==> src/rtl/nmab_pkg.sv <==
`default_nettype none

package nmab_pkg;

  localparam int ByteW    = 8;
  localparam int TimeInW  = 32;
  localparam int BaudW    = 22;
  localparam int PeriodW  = 16;
  localparam int CfgIdxW  = 4;
  localparam int CfgDataW = 32;

  localparam logic [CfgIdxW-1:0] CFG_ENABLED         = CfgIdxW'(0);
  localparam logic [CfgIdxW-1:0] CFG_DEFAULT_BAUD    = CfgIdxW'(1);
  localparam logic [CfgIdxW-1:0] CFG_PROBE_PERIOD    = CfgIdxW'(2);
  localparam logic [CfgIdxW-1:0] CFG_HEALTHY_TIMEOUT = CfgIdxW'(3);

  localparam logic [ByteW-1:0] CHAR_NUL    = 8'h00;
  localparam logic [ByteW-1:0] CHAR_LF     = 8'h0A;
  localparam logic [ByteW-1:0] CHAR_CR     = 8'h0D;
  localparam logic [ByteW-1:0] CHAR_DOLLAR = 8'h24;
  localparam logic [ByteW-1:0] CHAR_STAR   = 8'h2A;
  localparam logic [ByteW-1:0] CHAR_COMMA  = 8'h2C;
  localparam logic [ByteW-1:0] CHAR_G      = 8'h47;

  localparam logic [BaudW-1:0] BAUD_9600   = 22'd9600;
  localparam logic [BaudW-1:0] BAUD_38400  = 22'd38400;
  localparam logic [BaudW-1:0] BAUD_57600  = 22'd57600;
  localparam logic [BaudW-1:0] BAUD_115200 = 22'd115200;

  localparam logic                ENABLED_RST         = 1'b1;
  localparam logic [BaudW-1:0]    DEFAULT_BAUD_RST    = 22'd9600;
  localparam logic [PeriodW-1:0]  PROBE_PERIOD_RST    = 16'd1800;
  localparam logic [PeriodW-1:0]  HEALTHY_TIMEOUT_RST = 16'd5000;

  typedef enum logic {
    CMD_BYTE = 1'b0,
    CMD_TICK = 1'b1
  } cmd_e;

  typedef struct packed {
    cmd_e               command;
    logic [ByteW-1:0]   byte_value;
    logic [TimeInW-1:0] now_ms;
  } item_t;

  typedef struct packed {
    logic               enabled;
    logic [BaudW-1:0]   default_baud;
    logic [PeriodW-1:0] probe_period_ms;
    logic [PeriodW-1:0] healthy_timeout_ms;
  } cfg_t;

  typedef struct packed {
    logic [BaudW-1:0] current_baud;
    logic             baud_changed;
    logic             stream_locked;
    logic             sentence_detected;
    logic             healthy;
  } res_t;

  // The entry after the first table match; no match behaves as the first entry.
  function automatic logic [BaudW-1:0] next_baud(input logic [BaudW-1:0] cur,
                                                 input logic [BaudW-1:0] dflt);
    logic [BaudW-1:0] nxt;
    if (cur == dflt) begin
      nxt = BAUD_9600;
    end else if (cur == BAUD_9600) begin
      nxt = BAUD_38400;
    end else if (cur == BAUD_38400) begin
      nxt = BAUD_57600;
    end else if (cur == BAUD_57600) begin
      nxt = BAUD_115200;
    end else if (cur == BAUD_115200) begin
      nxt = dflt;
    end else begin
      nxt = BAUD_9600;
    end
    return nxt;
  endfunction

endpackage

`default_nettype wire

==> src/rtl/nmab_if.sv <==
`default_nettype none

interface nmab_in_if;
  logic                             valid;
  logic                             ready;
  nmab_pkg::cmd_e                   command;
  logic [nmab_pkg::ByteW-1:0]       byte_value;
  logic [nmab_pkg::TimeInW-1:0]     now_ms;

  modport source (output valid, command, byte_value, now_ms, input ready);
  modport sink (input valid, command, byte_value, now_ms, output ready);
endinterface

interface nmab_out_if;
  logic                             valid;
  logic                             ready;
  logic [nmab_pkg::BaudW-1:0]       current_baud;
  logic                             baud_changed;
  logic                             stream_locked;
  logic                             sentence_detected;
  logic                             healthy;

  modport source (output valid, current_baud, baud_changed, stream_locked,
                  sentence_detected, healthy, input ready);
  modport sink (input valid, current_baud, baud_changed, stream_locked,
                sentence_detected, healthy, output ready);
endinterface

interface nmab_cfg_if;
  logic                             valid;
  logic                             ready;
  logic [nmab_pkg::CfgIdxW-1:0]     index;
  logic [nmab_pkg::CfgDataW-1:0]    data;

  modport source (output valid, index, data, input ready);
  modport sink (input valid, index, data, output ready);
endinterface

`default_nettype wire

==> src/rtl/nmab_line.sv <==
`default_nettype none

module nmab_line #(
  parameter int LINE_CAPACITY = 128
) (
  input  wire logic                       clk_i,
  input  wire logic                       rst_ni,
  input  wire logic                       byte_step_i,
  input  wire logic [nmab_pkg::ByteW-1:0] byte_i,
  input  wire logic                       clear_i,
  output logic                            detect_o
);

  localparam int LenW = $clog2(LINE_CAPACITY);
  localparam logic [LenW-1:0] LastLen = LenW'(LINE_CAPACITY - 1);

  logic [LenW-1:0] len_q, len_d;
  logic            second_g_q, second_g_d;
  logic            comma_q, comma_d;
  logic            star_q, star_d;
  logic            nul_q, nul_d;

  assign detect_o = byte_step_i && (byte_i == nmab_pkg::CHAR_LF) &&
                    second_g_q && comma_q && star_q;

  always_comb begin
    len_d      = len_q;
    second_g_d = second_g_q;
    comma_d    = comma_q;
    star_d     = star_q;
    nul_d      = nul_q;
    if (clear_i || (byte_step_i && (byte_i == nmab_pkg::CHAR_LF)) ||
        (byte_step_i && (byte_i != nmab_pkg::CHAR_CR) && (len_q == LastLen))) begin
      len_d      = '0;
      second_g_d = 1'b0;
      comma_d    = 1'b0;
      star_d     = 1'b0;
      nul_d      = 1'b0;
    end else if (byte_step_i && (byte_i != nmab_pkg::CHAR_CR) &&
                 ((len_q != '0) || (byte_i == nmab_pkg::CHAR_DOLLAR))) begin
      if ((len_q == LenW'(1)) && (byte_i == nmab_pkg::CHAR_G)) begin
        second_g_d = 1'b1;
      end
      if (!nul_q) begin
        if (byte_i == nmab_pkg::CHAR_NUL) begin
          nul_d = 1'b1;
        end else if (byte_i == nmab_pkg::CHAR_COMMA) begin
          comma_d = 1'b1;
        end else if (byte_i == nmab_pkg::CHAR_STAR) begin
          star_d = 1'b1;
        end
      end
      len_d = len_q + LenW'(1);
    end
  end

  always_ff @(posedge clk_i or negedge rst_ni) begin
    if (!rst_ni) begin
      len_q      <= '0;
      second_g_q <= 1'b0;
      comma_q    <= 1'b0;
      star_q     <= 1'b0;
      nul_q      <= 1'b0;
    end else begin
      len_q      <= len_d;
      second_g_q <= second_g_d;
      comma_q    <= comma_d;
      star_q     <= star_d;
      nul_q      <= nul_d;
    end
  end

endmodule

`default_nettype wire

==> src/rtl/nmab_baud.sv <==
`default_nettype none

module nmab_baud #(
  parameter int TIME_WIDTH = 32
) (
  input  wire logic            clk_i,
  input  wire logic            rst_ni,
  input  wire logic            step_i,
  input  wire nmab_pkg::item_t item_i,
  input  wire nmab_pkg::cfg_t  cfg_i,
  input  wire logic            detect_i,
  output logic                 change_o,
  output nmab_pkg::res_t       res_o
);

  localparam int NowW = (TIME_WIDTH < nmab_pkg::TimeInW) ? TIME_WIDTH : nmab_pkg::TimeInW;

  logic [TIME_WIDTH-1:0]      now_t;
  logic [TIME_WIDTH-1:0]      probe_age;
  logic [TIME_WIDTH-1:0]      sent_age;
  logic                       tick;
  logic                       recent;
  logic [nmab_pkg::BaudW-1:0] baud_q, baud_d;
  logic                       locked_q, locked_d;
  logic [TIME_WIDTH-1:0]      sent_time_q, sent_time_d;
  logic [TIME_WIDTH-1:0]      probe_time_q, probe_time_d;

  assign now_t     = TIME_WIDTH'(item_i.now_ms[NowW-1:0]);
  assign tick      = step_i && (item_i.command == nmab_pkg::CMD_TICK);
  assign probe_age = now_t - probe_time_q;
  assign change_o  = tick && !locked_q &&
                     (probe_age >= TIME_WIDTH'(cfg_i.probe_period_ms));

  // A tick leaves the sentence time alone, so one age check serves lock and health.
  assign sent_time_d = detect_i ? now_t : sent_time_q;
  assign sent_age    = now_t - sent_time_d;
  assign recent      = (sent_time_d != '0) &&
                       (sent_age <= TIME_WIDTH'(cfg_i.healthy_timeout_ms));

  always_comb begin
    baud_d       = baud_q;
    probe_time_d = probe_time_q;
    locked_d     = locked_q;
    if (change_o) begin
      baud_d       = nmab_pkg::next_baud(baud_q, cfg_i.default_baud);
      probe_time_d = now_t;
    end
    if (detect_i) begin
      locked_d = 1'b1;
    end else if (tick && locked_q && !recent) begin
      locked_d = 1'b0;
    end
  end

  always_comb begin
    res_o.current_baud      = baud_d;
    res_o.baud_changed      = change_o;
    res_o.stream_locked     = locked_d;
    res_o.sentence_detected = detect_i;
    res_o.healthy           = cfg_i.enabled && recent;
  end

  always_ff @(posedge clk_i or negedge rst_ni) begin
    if (!rst_ni) begin
      baud_q       <= nmab_pkg::DEFAULT_BAUD_RST;
      locked_q     <= 1'b0;
      sent_time_q  <= '0;
      probe_time_q <= '0;
    end else begin
      baud_q       <= baud_d;
      locked_q     <= locked_d;
      sent_time_q  <= sent_time_d;
      probe_time_q <= probe_time_d;
    end
  end

endmodule

`default_nettype wire

==> src/rtl/nmab_cfg_regs.sv <==
`default_nettype none

module nmab_cfg_regs (
  input  wire logic       clk_i,
  input  wire logic       rst_ni,
  nmab_cfg_if.sink        cfg_i,
  output nmab_pkg::cfg_t  cfg_o
);

  nmab_pkg::cfg_t cfg_q, cfg_d;

  assign cfg_i.ready = 1'b1;
  assign cfg_o       = cfg_q;

  always_comb begin
    cfg_d = cfg_q;
    if (cfg_i.valid) begin
      case (cfg_i.index)
        nmab_pkg::CFG_ENABLED: begin
          cfg_d.enabled = cfg_i.data[0];
        end
        nmab_pkg::CFG_DEFAULT_BAUD: begin
          cfg_d.default_baud = cfg_i.data[nmab_pkg::BaudW-1:0];
        end
        nmab_pkg::CFG_PROBE_PERIOD: begin
          cfg_d.probe_period_ms = cfg_i.data[nmab_pkg::PeriodW-1:0];
        end
        nmab_pkg::CFG_HEALTHY_TIMEOUT: begin
          cfg_d.healthy_timeout_ms = cfg_i.data[nmab_pkg::PeriodW-1:0];
        end
        default: begin
          cfg_d = cfg_q;
        end
      endcase
    end
  end

  always_ff @(posedge clk_i or negedge rst_ni) begin
    if (!rst_ni) begin
      cfg_q.enabled            <= nmab_pkg::ENABLED_RST;
      cfg_q.default_baud       <= nmab_pkg::DEFAULT_BAUD_RST;
      cfg_q.probe_period_ms    <= nmab_pkg::PROBE_PERIOD_RST;
      cfg_q.healthy_timeout_ms <= nmab_pkg::HEALTHY_TIMEOUT_RST;
    end else begin
      cfg_q <= cfg_d;
    end
  end

endmodule

`default_nettype wire

==> src/rtl/nmab_if_stub_check.sv <==
`default_nettype none

module nmab_if_stub_check (
  input  wire logic                       clk_i,
  input  wire logic                       rst_ni,
  input  wire logic                       valid_i,
  input  wire logic                       ready_i,
  input  wire logic [nmab_pkg::BaudW-1:0] current_baud_i,
  input  wire logic                       baud_changed_i,
  input  wire logic                       sentence_detected_i
);

  logic hold_q;

  always_ff @(posedge clk_i or negedge rst_ni) begin
    if (!rst_ni) begin
      hold_q <= 1'b0;
    end else begin
      hold_q <= valid_i && !ready_i;
    end
  end

  assert property (@(posedge clk_i) disable iff (!rst_ni)
    valid_i && !ready_i |=> valid_i && $stable(current_baud_i))
    else $error("Stalled result item changed.");

  assert property (@(posedge clk_i) disable iff (!rst_ni)
    valid_i |-> !(baud_changed_i && sentence_detected_i))
    else $error("A result item shows a baud change and a sentence together.");

  assert property (@(posedge clk_i) disable iff (!rst_ni)
    hold_q |-> valid_i)
    else $error("A stalled result item was dropped.");

endmodule

`default_nettype wire

==> src/rtl/nmea_autobaud_stream_monitor.sv <==
// Channel | Direction | Payload
// in_i    | sink      | command, byte_value, now_ms
// out_o   | source    | current_baud, baud_changed, stream_locked, sentence_detected, healthy
// cfg_i   | sink      | index, data (always ready)
//
// An item is captured in an input register and its result is captured in the output
// register when the item advances, which needs the output register empty or being taken.
// One item is accepted every cycle unless out_o stalls with both stages full; the output
// register and input register keep the input side moving while a result waits to be taken.
// A stall on out_o holds the result and stops the input side once both stages are full.
// Reset clears the line tracker, the lock and both time stamps and loads the baud of 9600.
`default_nettype none

module nmea_autobaud_stream_monitor #(
  parameter int LINE_CAPACITY = 128,
  parameter int TIME_WIDTH    = 32
) (
  input  wire logic clk_i,
  input  wire logic rst_ni,
  nmab_in_if.sink   in_i,
  nmab_out_if.source out_o,
  nmab_cfg_if.sink  cfg_i
);

  nmab_pkg::cfg_t  cfg;
  nmab_pkg::item_t in_q;
  nmab_pkg::res_t  res;
  nmab_pkg::res_t  out_q;
  logic            in_valid_q, in_valid_d;
  logic            out_valid_q, out_valid_d;
  logic            advance;
  logic            step;
  logic            byte_step;
  logic            detect;
  logic            change;

  assign advance   = in_valid_q && (!out_valid_q || out_o.ready);
  assign step      = advance && cfg.enabled;
  assign byte_step = step && (in_q.command == nmab_pkg::CMD_BYTE);
  assign in_i.ready = !in_valid_q || advance;

  always_comb begin
    in_valid_d = in_valid_q;
    if (in_i.valid && in_i.ready) begin
      in_valid_d = 1'b1;
    end else if (advance) begin
      in_valid_d = 1'b0;
    end
    out_valid_d = out_valid_q;
    if (advance) begin
      out_valid_d = 1'b1;
    end else if (out_o.ready) begin
      out_valid_d = 1'b0;
    end
  end

  always_ff @(posedge clk_i or negedge rst_ni) begin
    if (!rst_ni) begin
      in_valid_q  <= 1'b0;
      out_valid_q <= 1'b0;
    end else begin
      in_valid_q  <= in_valid_d;
      out_valid_q <= out_valid_d;
    end
  end

  always_ff @(posedge clk_i) begin
    if (in_i.valid && in_i.ready) begin
      in_q.command    <= in_i.command;
      in_q.byte_value <= in_i.byte_value;
      in_q.now_ms     <= in_i.now_ms;
    end
    if (advance) begin
      out_q <= res;
    end
  end

  nmab_cfg_regs u_cfg (
    .clk_i  (clk_i),
    .rst_ni (rst_ni),
    .cfg_i  (cfg_i),
    .cfg_o  (cfg)
  );

  nmab_line #(
    .LINE_CAPACITY (LINE_CAPACITY)
  ) u_line (
    .clk_i       (clk_i),
    .rst_ni      (rst_ni),
    .byte_step_i (byte_step),
    .byte_i      (in_q.byte_value),
    .clear_i     (change),
    .detect_o    (detect)
  );

  nmab_baud #(
    .TIME_WIDTH (TIME_WIDTH)
  ) u_baud (
    .clk_i    (clk_i),
    .rst_ni   (rst_ni),
    .step_i   (step),
    .item_i   (in_q),
    .cfg_i    (cfg),
    .detect_i (detect),
    .change_o (change),
    .res_o    (res)
  );

  assign out_o.valid             = out_valid_q;
  assign out_o.current_baud      = out_q.current_baud;
  assign out_o.baud_changed      = out_q.baud_changed;
  assign out_o.stream_locked     = out_q.stream_locked;
  assign out_o.sentence_detected = out_q.sentence_detected;
  assign out_o.healthy           = out_q.healthy;

  nmab_if_stub_check u_out_check (
    .clk_i               (clk_i),
    .rst_ni              (rst_ni),
    .valid_i             (out_valid_q),
    .ready_i             (out_o.ready),
    .current_baud_i      (out_q.current_baud),
    .baud_changed_i      (out_q.baud_changed),
    .sentence_detected_i (out_q.sentence_detected)
  );

  assert property (@(posedge clk_i) disable iff (!rst_ni)
    out_valid_q && out_q.sentence_detected |-> out_q.stream_locked)
    else $error("A detected sentence did not lock the stream.");

  assert property (@(posedge clk_i) disable iff (!rst_ni)
    out_valid_q && out_q.baud_changed |-> !out_q.stream_locked)
    else $error("The baud changed while the stream was locked.");

  assert property (@(posedge clk_i) disable iff (!rst_ni)
    advance && !cfg.enabled |=> !out_q.baud_changed && !out_q.sentence_detected &&
                                !out_q.healthy)
    else $error("A disabled item produced activity.");

  assert property (@(posedge clk_i) disable iff (!rst_ni)
    in_valid_q && out_valid_q && !out_o.ready |-> !in_i.ready)
    else $error("An item was accepted while both stages were full.");

endmodule

`default_nettype wire

==> src/flat_wrapper.sv <==
// flat-port wrapper written by rule: the top's interface ports become plain ports
module nmea_autobaud_stream_monitor_flat 
#(
  parameter int LINE_CAPACITY = 128,
  parameter int TIME_WIDTH    = 32
)
  (clk_i, rst_ni, in_i_valid, in_i_command, in_i_byte_value, in_i_now_ms, in_i_ready, out_o_valid, out_o_current_baud, out_o_baud_changed, out_o_stream_locked, out_o_sentence_detected, out_o_healthy, out_o_ready, cfg_i_valid, cfg_i_index, cfg_i_data, cfg_i_ready);
  nmab_in_if in_i_i ();
  nmab_out_if out_o_i ();
  nmab_cfg_if cfg_i_i ();
  input  wire logic clk_i;
  input  wire logic rst_ni;
  input wire logic [$bits(in_i_i.valid)-1:0] in_i_valid;
  input wire logic [$bits(in_i_i.command)-1:0] in_i_command;
  input wire logic [$bits(in_i_i.byte_value)-1:0] in_i_byte_value;
  input wire logic [$bits(in_i_i.now_ms)-1:0] in_i_now_ms;
  output wire logic [$bits(in_i_i.ready)-1:0] in_i_ready;
  output wire logic [$bits(out_o_i.valid)-1:0] out_o_valid;
  output wire logic [$bits(out_o_i.current_baud)-1:0] out_o_current_baud;
  output wire logic [$bits(out_o_i.baud_changed)-1:0] out_o_baud_changed;
  output wire logic [$bits(out_o_i.stream_locked)-1:0] out_o_stream_locked;
  output wire logic [$bits(out_o_i.sentence_detected)-1:0] out_o_sentence_detected;
  output wire logic [$bits(out_o_i.healthy)-1:0] out_o_healthy;
  input wire logic [$bits(out_o_i.ready)-1:0] out_o_ready;
  input wire logic [$bits(cfg_i_i.valid)-1:0] cfg_i_valid;
  input wire logic [$bits(cfg_i_i.index)-1:0] cfg_i_index;
  input wire logic [$bits(cfg_i_i.data)-1:0] cfg_i_data;
  output wire logic [$bits(cfg_i_i.ready)-1:0] cfg_i_ready;
  assign in_i_i.valid = in_i_valid;
  assign in_i_i.command = in_i_command;
  assign in_i_i.byte_value = in_i_byte_value;
  assign in_i_i.now_ms = in_i_now_ms;
  assign in_i_ready = in_i_i.ready;
  assign out_o_valid = out_o_i.valid;
  assign out_o_current_baud = out_o_i.current_baud;
  assign out_o_baud_changed = out_o_i.baud_changed;
  assign out_o_stream_locked = out_o_i.stream_locked;
  assign out_o_sentence_detected = out_o_i.sentence_detected;
  assign out_o_healthy = out_o_i.healthy;
  assign out_o_i.ready = out_o_ready;
  assign cfg_i_i.valid = cfg_i_valid;
  assign cfg_i_i.index = cfg_i_index;
  assign cfg_i_i.data = cfg_i_data;
  assign cfg_i_ready = cfg_i_i.ready;
  nmea_autobaud_stream_monitor #(.LINE_CAPACITY(LINE_CAPACITY), .TIME_WIDTH(TIME_WIDTH)) u_core (.clk_i(clk_i), .rst_ni(rst_ni), .in_i(in_i_i), .out_o(out_o_i), .cfg_i(cfg_i_i));
endmodule
==> config.mk <==
export PLATFORM = sky130hd
export DESIGN_NAME = nmea_autobaud_stream_monitor_flat
export DESIGN_NICKNAME = d
export VERILOG_FILES = /design/src/rtl/nmab_pkg.sv /design/src/rtl/nmab_if.sv /design/src/rtl/nmab_line.sv /design/src/rtl/nmab_baud.sv /design/src/rtl/nmab_cfg_regs.sv /design/src/rtl/nmab_if_stub_check.sv /design/src/rtl/nmea_autobaud_stream_monitor.sv /design/src/flat_wrapper.sv
export SDC_FILE = /design/constraint.sdc
export NUM_CORES = 1
export LEC_CHECK = 0
export ABC_AREA = 1
export BUFFER_PORTS_ARGS = -buffer_cell sky130_fd_sc_hd__buf_4
export CORE_MARGIN = 2
export CORE_UTILIZATION = 35
export DETAILED_ROUTE_END_ITERATION = 7
export MAX_ROUTING_LAYER = met4
export PLACE_DENSITY_LB_ADDON = 0.1
export SYNTH_ARGS = -nofsm -noshare
export SYNTH_HDL_FRONTEND = slang
export SYNTH_SLANG_ARGS = --single-unit
==> constraint.sdc <==
create_clock -name clk_i -period 6 [get_ports clk_i]
set_clock_uncertainty 0.1 [all_clocks]
set_input_delay 1.2 -clock clk_i [delete_from_list [all_inputs] [get_ports clk_i]]
set_output_delay 1.2 -clock clk_i [all_outputs]
set_load 0.01 [all_outputs]
## Yosys cells after proc, flatten, opt, wreduce, memory -nomap -nowiden

Cells that the tools add are included.

| cells by class | value |
|---|---|
| $add $sub $neg | 3 |
| multipliers | 0 |
| divide/modulo/power cells | 0 |
| magnitude comparators | 2 |
| equal/unequal tests | 19 |
| shift-type cells | 0 |
| mux-type cells | 33 |
| bitwise gates (word level) | 1 |
| reduce and logical (&&, ||, !) cells | 45 |

Operators with widths:

| kind | number |
|---|---|
| two-way mux 22 bit | 6 |
| subtractor 32 bit | 2 |
| == test 22 x 16 -> 1 bit (second input constant) | 2 |
| greater-or-equal comparator 32 x 16 -> 1 bit | 1 |
| less-or-equal comparator 32 x 16 -> 1 bit | 1 |
| two-way mux 32 bit | 1 |
| nonzero test 32 bit | 1 |
| == test 8 x 6 -> 1 bit (second input constant) | 3 |
| two-way mux 1 bit | 24 |
| == test 22 x 14 -> 1 bit (second input constant) | 1 |
| == test 22 x 17 -> 1 bit (second input constant) | 1 |
| == test 22 bit | 1 |
| logical AND 1 bit | 19 |
| two-way mux 7 bit | 2 |
| nonzero test 2 bit | 6 |
| AND reduction 2 bit | 5 |
| == test 4 x 2 -> 1 bit (second input constant) | 2 |
| == test 8 x 4 -> 1 bit (second input constant) | 1 |
| == test 8 x 7 -> 1 bit (second input constant) | 1 |
| logical NOT 8 bit | 1 |
| != test 8 x 4 -> 1 bit (second input constant) | 1 |
| adder 7 x 1 -> 7 bit (second input constant) | 1 |
| == test 7 x 1 -> 1 bit (second input constant) | 1 |
| == test 7 bit (second input constant) | 1 |
| other kinds (10) | 18 |

| word-level totals | value |
|---|---|
| flip-flop bits (word level) | 222 |
| bits in latches | 0 |
| memory bits (writable) | 0 |
| ROM bits | 0 |
| input port bits | 82 |
| logic and storage cells | 126 |
| memories | 0 |

## Longest topological paths before layout

Gate-level depths: netlist (run 1).

| depth | value |
|---|---|
| word-level depth | 17 |
| mapped depth | 35 |
| gate-level depth less buffers | 34 |

## Modules after synthesis

From an unflattened synthesis (run 1), not the netlist that was laid out.

| second synthesis, totals | value |
|---|---|
| cell total of the unflattened synthesis | 2178 |
| area, all modules | 15372.2 um2 |

Modules (own cells, without submodules):

| module | instances | cells each | area each (um2) |
|---|---|---|---|
| nmab_baud | 1 | 1724 | 10034.6 |
| nmab_cfg_regs | 1 | 254 | 2381.0 |
| nmea_autobaud_stream_monitor | 1 | 81 | 2117.0 |
| nmab_line | 1 | 119 | 839.6 |

## Worst setup path after synthesis (run 1)

OpenSTA, ideal clock, no wires.

| path | value |
|---|---|
| path type | input-to-reg |
| start | input port out_o_ready |
| end | register u_core.out_q (netlist bit u_core.out_o.healthy), data pin |
| data arrival time | 4669 ps |
| data required time | 5762 ps |
| setup slack | 1093 ps |
| stages on the path | 33 |
| cells stage by stage | inv_1 > nand2_1 > nand3_1 > nor2_1 > nand3_1 > buf_2 > buf_2 > o21ai_1 > inv_1 > ha_1 > fa_1 > inv_1 > nand3_1 > nand3_1 > nand2_1 > nand2_1 > nand2_1 > nand2_1 > xor2_1 > ha_1 > nand3_1 > inv_1 > nand4_1 > inv_1 > nand2_1 > nand3_1 > nand2_1 > nand3_1 > nor2_1 > nand3_1 > nor3_1 > nand3_1 > nor2_1 |

RTL lines:

| item | RTL line | source |
|---|---|---|
| from (decl) | flat_wrapper.sv:24 | `input wire logic [$bits(out_o_i.ready)-1:0] out_o_ready;` |
| to (signal assigned) | nmea_autobaud_stream_monitor.sv:74 | `out_q <= res;` |
| to (decl) | nmea_autobaud_stream_monitor.sv:28 | `nmab_pkg::res_t out_q;` |

==> summary.log, run 1 <==
qor: run_status.run_status complete, no violations
qor: logic_synthesis.mappedNetlistArea 14,840 sq um
qor: clocking.clockRootBuffer sky130_fd_sc_hd__clkbuf_16
qor: drt.firstDrtPassIters 7
qor: timing.clock.fmax 195.7 MHz
qor: global_route.grt_remaining_overflow 0
qor: global_route.first_global_vias 12,870
qor: timing.maxSlewViolCount 0
qor: logic_synthesis.ys_seq_elements 222
qor: clocking.cts_setup_buffers 0
qor: worst_setup_path.endpoint_kind flip-flop
qor: worst_setup_path.worst-path-max-fanout 30
qor: global_route.grt_util_met3 0.01713
qor: drt.average_detailed_routed_wire_length_per_instance 15.69 um
qor: layout.mostFrequentLayoutCells sky130_fd_sc_hd__nand2_1, sky130_fd_sc_hd__inv_1, sky130_fd_sc_hd__nor2_1, sky130_fd_sc_hd__nand3_1, sky130_fd_sc_hd__dfrtp_1
qor: floorplan.core_region_area 41,950 sq um
qor: timing.finalWorstSetupSlack 890.9 ps
qor: worst_hold_path.hold_path_class flip-flop to flip-flop
qor: floorplan.die_w 209.9 um
qor: logic_synthesis.synth.lib_cells_used.distinct 47
qor: clocking.number_of_buffers_added_by_the_clock_tree_synthesis_step 27
qor: worst_setup_path.worstSetupPathType input pin to flip-flop
qor: clocking.clk-insertion-delay-late 580 ps
qor: logic_synthesis.synth_compound_area_frac 0.07198
qor: timing.totalNegativeSetupSlack 0 ps
qor: logic_synthesis.largest_family_of_logic_cells_by_synthesized_area simple AND/OR/NAND/NOR gates
qor: drt.vias_per_cell 4.822
qor: floorplan.die-height 209.9 um
qor: logic_synthesis.synth-main-ff-cell sky130_fd_sc_hd__dfrtp_1
qor: logic_synthesis.synthesis.instances 2,066
qor: drt.detailroute.via_count 13,200
qor: logic_synthesis.synth-warning-count 0
qor: worst_hold_path.hold_path.startpoint u_core.u_baud.probe_time_q[27]
qor: timing.finalCritPeriodShare 0.8515
qor: placed_design.io_buffers 99
qor: clocking.clk_pin_slew_worst_paths 60 ps
qor: drt.finalWirelength 42.95 mm
qor: worst_setup_path.crit_start out_o_ready
qor: layout.layout_commonest_cell sky130_fd_sc_hd__nand2_1
qor: worst_setup_path.worstSetupStartpointType input pin
qor: layout.syn2layout_area_growth 15.55%
qor: floorplan.dieArea 44,070 sq um
qor: floorplan.io_pins 111
qor: placed_design.place.gp.congestion 0.9177
qor: layout.final-instance-count-excl-fill 2,738
qor: logic_synthesis.syn_nets 2,248
qor: global_route.grt_util_met1 0.2757
qor: drt.drc 0
qor: global_route.grt_first_pass_wirelength 68.48 mm
qor: global_route.grt_start_max_net_pins 70
qor: drt.postRouteAntennaNets 0
qor: worst_setup_path.path_common_cell sky130_fd_sc_hd__nand2_1
qor: logic_synthesis.synth_edf_count 67
qor: timing.finalHoldViolCount 0
qor: timing.actual_transition_at_the_worst_max_transition_pin 1071 ps
qor: job.max_capacitance_violation_total 0
qor: global_route.grtUsageTotal 0.2013
qor: floorplan.floorplan.initialDensity 0.3539
qor: global_route.antenna_found_initial 1
qor: worst_setup_path.timing.critical_path.slowest_stage_cell sky130_fd_sc_hd__o2111ai_1
qor: global_route.grt.busiest_layer met2
qor: clocking.h-tree-depth 1
qor: floorplan.placementRows 75
qor: worst_setup_path.reg2reg_from u_core.in_q[39]
qor: logic_synthesis.ys_async_sr_fraction 0.6982
qor: worst_setup_path.critPathRequiredTime 6220 ps
qor: timing.setup_viol_count_final 0
qor: logic_synthesis.xor_xnor_share_of_the_synthesized_area 0.02773
qor: logic_synthesis.seq_area_frac_synth 0.3983
qor: placed_design.placed_cells_incl_taps 2,686
qor: clocking.cts_hold_buf 0
qor: power.power-per-cell-area 353.4 nW/um^2
qor: clocking.tritoncts_clock_tree yes
qor: logic_synthesis.synth_area_per_cell 7.185 sq um
qor: global_route.grt_util_met2 0.3224
qor: logic_synthesis.synth_simple_gate_area_frac 0.3097
qor: placed_design.dp_worst_slack 256.9 ps
qor: drt.detail_route.iter0.violations 846
qor: timing.min_period 5109 ps
qor: placed_design.detailed_place_hpwl 33.80 mm
qor: layout.layout.nets 2,358
qor: clocking.cts_sinks 222
qor: logic_synthesis.synthAdderAreaFrac 0.08530
qor: timing.slew-limit-headroom 0.2841
qor: logic_synthesis.synthMuxAreaShare 0.0007586
qor: power.cellLeakagePower 8.929 nW
qor: worst_setup_path.cp_data_arrival_time 5330 ps
qor: layout.drive_gt1_frac 0.09741
qor: worst_setup_path.crit_path_max_incr_delay 370 ps
qor: power.peakVddDrop 0.1805 mV
qor: clocking.clock_path_buffers 3
qor: timing.grt_setup_unrepaired no
qor: clocking.cts-resized-gates 0
## state kept, by name (all words and copies together) (netlist names), 7 cells and up
| signal | count |
|---|---|
| u_core.in_q | 41 |
| u_core.out_o.current_baud | 22 |
| u_core.u_baud.baud_q | 22 |
| u_core.u_baud.probe_time_q | 32 |
| u_core.u_baud.sent_time_q | 32 |
| u_core.u_cfg.cfg_o | 55 |
| u_core.u_line.len_q | 7 |
## report_power, final
| group | internal, mW | leakage [nW] | switching (mW) |
|---|---|---|---|
| Combinational | 0.905 | 5.88 | 1.50 |
| Clock | 0.935 | 0.433 | 0.683 |
| Sequential | 1.86 | 2.62 | 0.182 |
| Total | 3.70 | 8.93 | 2.36 |
## metrics by stage
step | hold slack [ps] | area (sq um) | total power [mW] | util
finish | 366.3 | 17150 | 6.062 | 0.4089
global route | 383.5 | 17150 | 6.582 | 0.4088
CTS | 369.9 | 17150 | 6.137 | 0.4088
detailed placement | 354.7 | 16260 | 4.485 | 0.3877
global placement | 352.5 | 16260 | 4.449 | 0.3877
floorplan | 338.1 | 14840 | 3.789 | -
## worst paths after layout
path | end | slack [ps] | depth (start not counted)
worst max-delay path | u_core.out_o.stream_locked | 890 | 32
worst min-delay path | u_core.u_baud.probe_time_q[27] | 370 | 2
worst max register to register | u_core.out_o.stream_locked | 1110 | 30
worst min register to register | u_core.u_baud.probe_time_q[27] | 370 | 2
max in group asynchronous | u_core.u_baud.sent_time_q[24] | 4040 | 2
min in group asynchronous | u_core.u_line.len_q[0] | 530 | 1
## cells by family after synthesis
logic type      count (synthesis)
compound gates                194
flops                         222
other cells                     1
simple gates                 1097
buf+inv                       404
mux                             1
fa+ha+maj                     100
xor+xnor                       47
## layer usage
layer | wire length (um) | vias to the layer above
li1 | - | 6788
met1 | 21140 | 6170
met2 | 19690 | 186
met3 | 1113 | 58
met4 | 1015 | 0
met5 | 0 | -
## critical path, delay by kind of cell
kind / cells / cell delay, ps
AND/OR/NAND/NOR: 18 / 1860
adder cells (fa/ha/maj): 2 / 660
buffers and inverters: 10 / 1070
AO/OA/AOI/OAI: 1 / 370
XOR/XNOR: 1 / 130
## cell usage after synthesis (29+ instances only)
master / count / share of area
sky130_fd_sc_hd__clkbuf_1: 29 / 0.0073
sky130_fd_sc_hd__nand4_1: 55 / 0.023
sky130_fd_sc_hd__nand3_1: 146 / 0.049
sky130_fd_sc_hd__a21oi_1: 82 / 0.028
sky130_fd_sc_hd__nor2_1: 173 / 0.044
sky130_fd_sc_hd__o21ai_0: 73 / 0.025
sky130_fd_sc_hd__xor2_1: 37 / 0.022
sky130_fd_sc_hd__inv_1: 362 / 0.092
sky130_fd_sc_hd__nand2_1: 652 / 0.16
sky130_fd_sc_hd__edfxtp_1: 67 / 0.14
sky130_fd_sc_hd__ha_1: 98 / 0.083
sky130_fd_sc_hd__dfrtp_1: 137 / 0.23
## layout make-up
class                           instances  area (sq um)
Timing Repair Buffer                  123         939.7
Multi-Input combinational cell       1440          7375
Sequential cell                       222          5913
Inverter                              362          1359
Tap cell                              539         674.4
Clock buffer                           38         798.3
Clock inverter                         12         88.84
Fill cell                            4376         24790
Antenna cell                            2         5.005
No activity file was read; power rests on OpenSTA's default activity.
==> inputs of run 2 (changes only) <==
HOLD_SLACK_MARGIN = 0.12   (was not set)
clock period = 6.61 ns   (was 6 ns; I/O delays follow)
==> run 2 against run 1 <==
  * Wire length up 0.18%
  * First-iteration DRC count grew 1.3%
  * Combinational power decreased by 9.2%
  * Worst hold slack better by 0.58 ps
  * Critical path type unchanged
  * Highest routed layer unchanged
  * Critical path depth increased by 2
  * Clock-buffer cell count grew 6
  * Cell count shrank 0.40%
  * Largest power group unchanged
  * Sequential cell count unchanged
  * Clock power is 6% lower
  * Die area unchanged
  * Via count fell by 0.62%
==> summary.log, run 2 (synthesis results as in run 1) <==
qor: clocking.number_of_buffers_added_by_the_clock_tree_synthesis_step 28 [+3.7%]
qor: layout.mostFrequentLayoutCells sky130_fd_sc_hd__nand2_1, sky130_fd_sc_hd__inv_1, sky130_fd_sc_hd__nor2_1, sky130_fd_sc_hd__nand3_1, sky130_fd_sc_hd__dfrtp_1
qor: power.total_switching_power 2.147 mW [-9.1%]
qor: floorplan.dieArea 44,070 sq um [unchanged]
qor: placed_design.io_buffers 99 [unchanged]
qor: layout.final.fill_count 4,460 [+1.9%]
qor: timing.finalCritPeriodShare 0.7894
qor: layout.drive_gt1_frac 0.09145 [-0.005956]
qor: placed_design.placed_cells_incl_taps 2,674 [-0.45%]
qor: global_route.grt_first_pass_wirelength 69.22 mm [+1.1%]
qor: power.internal_power 3.411 mW [-7.8%]
qor: power.power.switching_fraction 0.3863 [-0.003225]
qor: worst_setup_path.path_common_cell sky130_fd_sc_hd__nand2_1
qor: worst_setup_path.crit_path_max_incr_delay 410 ps [+40 ps]
qor: clocking.clk-insertion-delay-late 600 ps [+20 ps]
qor: power.seq_power_share 0.334 [-0.003]
qor: worst_setup_path.worstRegToRegCells 32 [+6.7%]
qor: floorplan.floorplan.initialDensity 0.3539 [unchanged]
qor: clocking.cts_sinks 222 [unchanged]
qor: timing.setup_viol_count_final 0 [unchanged]
qor: placed_design.detailed_place_hpwl 33.71 mm [-0.28%]
qor: drt.vias_per_cell 4.811 [-0.22%]
qor: global_route.antenna_found_initial 1 [unchanged]
qor: floorplan.placementRows 75 [unchanged]
qor: clocking.tritoncts_clock_tree yes
qor: layout.final-instance-count-excl-fill 2,727 [-0.40%]
qor: power.cellLeakagePower 8.885 nW [-0.49%]
qor: worst_setup_path.timing.critical_path.slowest_stage_cell sky130_fd_sc_hd__ha_1
qor: power.finalPower 5.558 mW [-8.3%]
qor: worst_hold_path.hold_path.startpoint u_core.u_baud.probe_time_q[6]
qor: layout.largest_reg_flops 55 [unchanged]
qor: power.peakVddDrop 0.2145 mV [+19%]
qor: worst_setup_path.worstSetupPathType input pin to flip-flop
qor: timing.min_period 5218 ps
qor: global_route.first_global_vias 12,970 [+0.82%]
qor: clocking.cts_hold_buf 0 [unchanged]
qor: global_route.grt_start_max_net_pins 93 [+33%]
qor: clocking.clk_pin_slew_worst_paths 60 ps [about the same]
qor: job.max_capacitance_violation_total 0 [unchanged]
qor: clocking.clock_path_buffers 3 [unchanged]
qor: timing.totalNegativeSetupSlack 0 ps [unchanged]
qor: clocking.clockRootBuffer sky130_fd_sc_hd__clkbuf_16
qor: worst_setup_path.critPathRequiredTime 6960 ps [+740 ps]
qor: timing.finalHoldViolCount 0 [unchanged]
qor: run_status.run_status complete, no violations
qor: drt.drc 0 [unchanged]
qor: layout.layout.nets 2,347 [-0.47%]
qor: timing.fin_worst_hold_slack 366.9 ps [+0.5840 ps]
qor: worst_setup_path.endpoint_kind flip-flop
qor: timing.clock.fmax 191.6 MHz
qor: global_route.grt_remaining_overflow 0 [unchanged]
qor: global_route.grtUsageTotal 0.2043 [+0.002914]
qor: timing.grt_setup_unrepaired no
qor: drt.detail_route.iter0.violations 857 [+1.3%]
qor: floorplan.core_region_area 41,950 sq um [unchanged]
qor: worst_setup_path.worstSetupStartpointType input pin
qor: clocking.h-tree-depth 1 [unchanged]
qor: timing.actual_transition_at_the_worst_max_transition_pin 1047 ps [-24.10 ps]
qor: floorplan.die_w 209.9 um [unchanged]
qor: clocking.cts_setup_buffers 0 [unchanged]
qor: layout.syn2layout_area_growth 15.16%
qor: timing.maxSlewViolCount 0 [unchanged]
qor: power.power-per-cell-area 325.1 nW/um^2 [-8.0%]
qor: layout.layout_commonest_cell sky130_fd_sc_hd__nand2_1
qor: drt.finalWirelength 43.03 mm [+0.18%]
qor: clocking.cts-resized-gates 0 [unchanged]
qor: power.clkPwrFrac 0.274 [+0.007]
qor: drt.postRouteAntennaNets 0 [unchanged]
qor: drt.detailroute.via_count 13,120 [-0.62%]
qor: worst_hold_path.hold_path_class flip-flop to flip-flop
qor: floorplan.die-height 209.9 um [unchanged]
qor: worst_hold_path.worst_hold_path_depth 2 [unchanged]
qor: timing.slew-limit-headroom 0.3002 [+0.01611]
qor: worst_setup_path.cp_data_arrival_time 5570 ps [+240 ps]
qor: worst_setup_path.crit_start out_o_ready
qor: worst_setup_path.worst-path-max-fanout 15 [-50%]
qor: placed_design.place.gp.congestion 0.8968 [-2.3%]
qor: floorplan.io_pins 111 [unchanged]
qor: worst_setup_path.reg2reg_from u_core.in_q[37]
qor: drt.average_detailed_routed_wire_length_per_instance 15.78 um [+0.59%]
qor: power.combinational_group_share_of_total_power 0.392 [-0.004]
qor: drt.firstDrtPassIters 5 [-2]
==> run 2: power groups by stage <==
stage / combinational [mW] / sequential, mW / clock [mW]
floorplan: 1.61 / 1.83 / 0
global placement: 2.17 / 1.87 / 0
detailed placement: 2.20 / 1.88 / 0
CTS: 2.21 / 1.86 / 1.57
global route: 2.54 / 1.89 / 1.62
finish: 2.18 / 1.85 / 1.52
==> run 2: layout make-up <==
class	count	area [sq um]	area share
multi-input cells	1440	7375	0.4314
flip-flops and latches	222	5913	0.3459
inverters	362	1359	0.07948
repair buffers	111	837.1	0.04896
clock buffers	44	830.8	0.04860
well taps	539	674.4	0.03945
clock inverters	8	103.9	0.006075
diodes	1	2.502	0.0001464
==> run 2: metal layers <==
metal | wire (um) | GRT usage
met5 | 0 | -
met4 | 946 | 0.05209
met3 | 1324 | 0.01922
met2 | 19660 | 0.3275
met1 | 21090 | 0.2791
==> run 2: through the flow <==
stage                     cell area [sq um]  setup slack [ps]    util
final                                 17100              1392  0.4075
after global routing                  17090             817.0  0.4075
after CTS                             17090              1319  0.4075
after detailed placement              16160             695.2  0.3852
after global placement                16160             712.7  0.3852
after floorplan                       14840              1581       -
==> run 2: worst max-delay path: cells and delay by family <==
family                     cells  cell delay (ps)
xor gates and xnor gates       1              220
adders and majority gates      2              670
buffers and inverters          7              700
and+or+nand+nor               24             2660
==> run 2: final timing paths <==
kind / slack, ps / to
max: 1390 / u_core.out_o.healthy
max reg2reg: 1410 / u_core.out_o.healthy
min: 370 / u_core.u_baud.probe_time_q[6]
min in group asynchronous: 690 / u_core.u_line.nul_q
min reg2reg: 370 / u_core.u_baud.probe_time_q[6]
max in group asynchronous: 4240 / u_core.u_baud.probe_time_q[25]
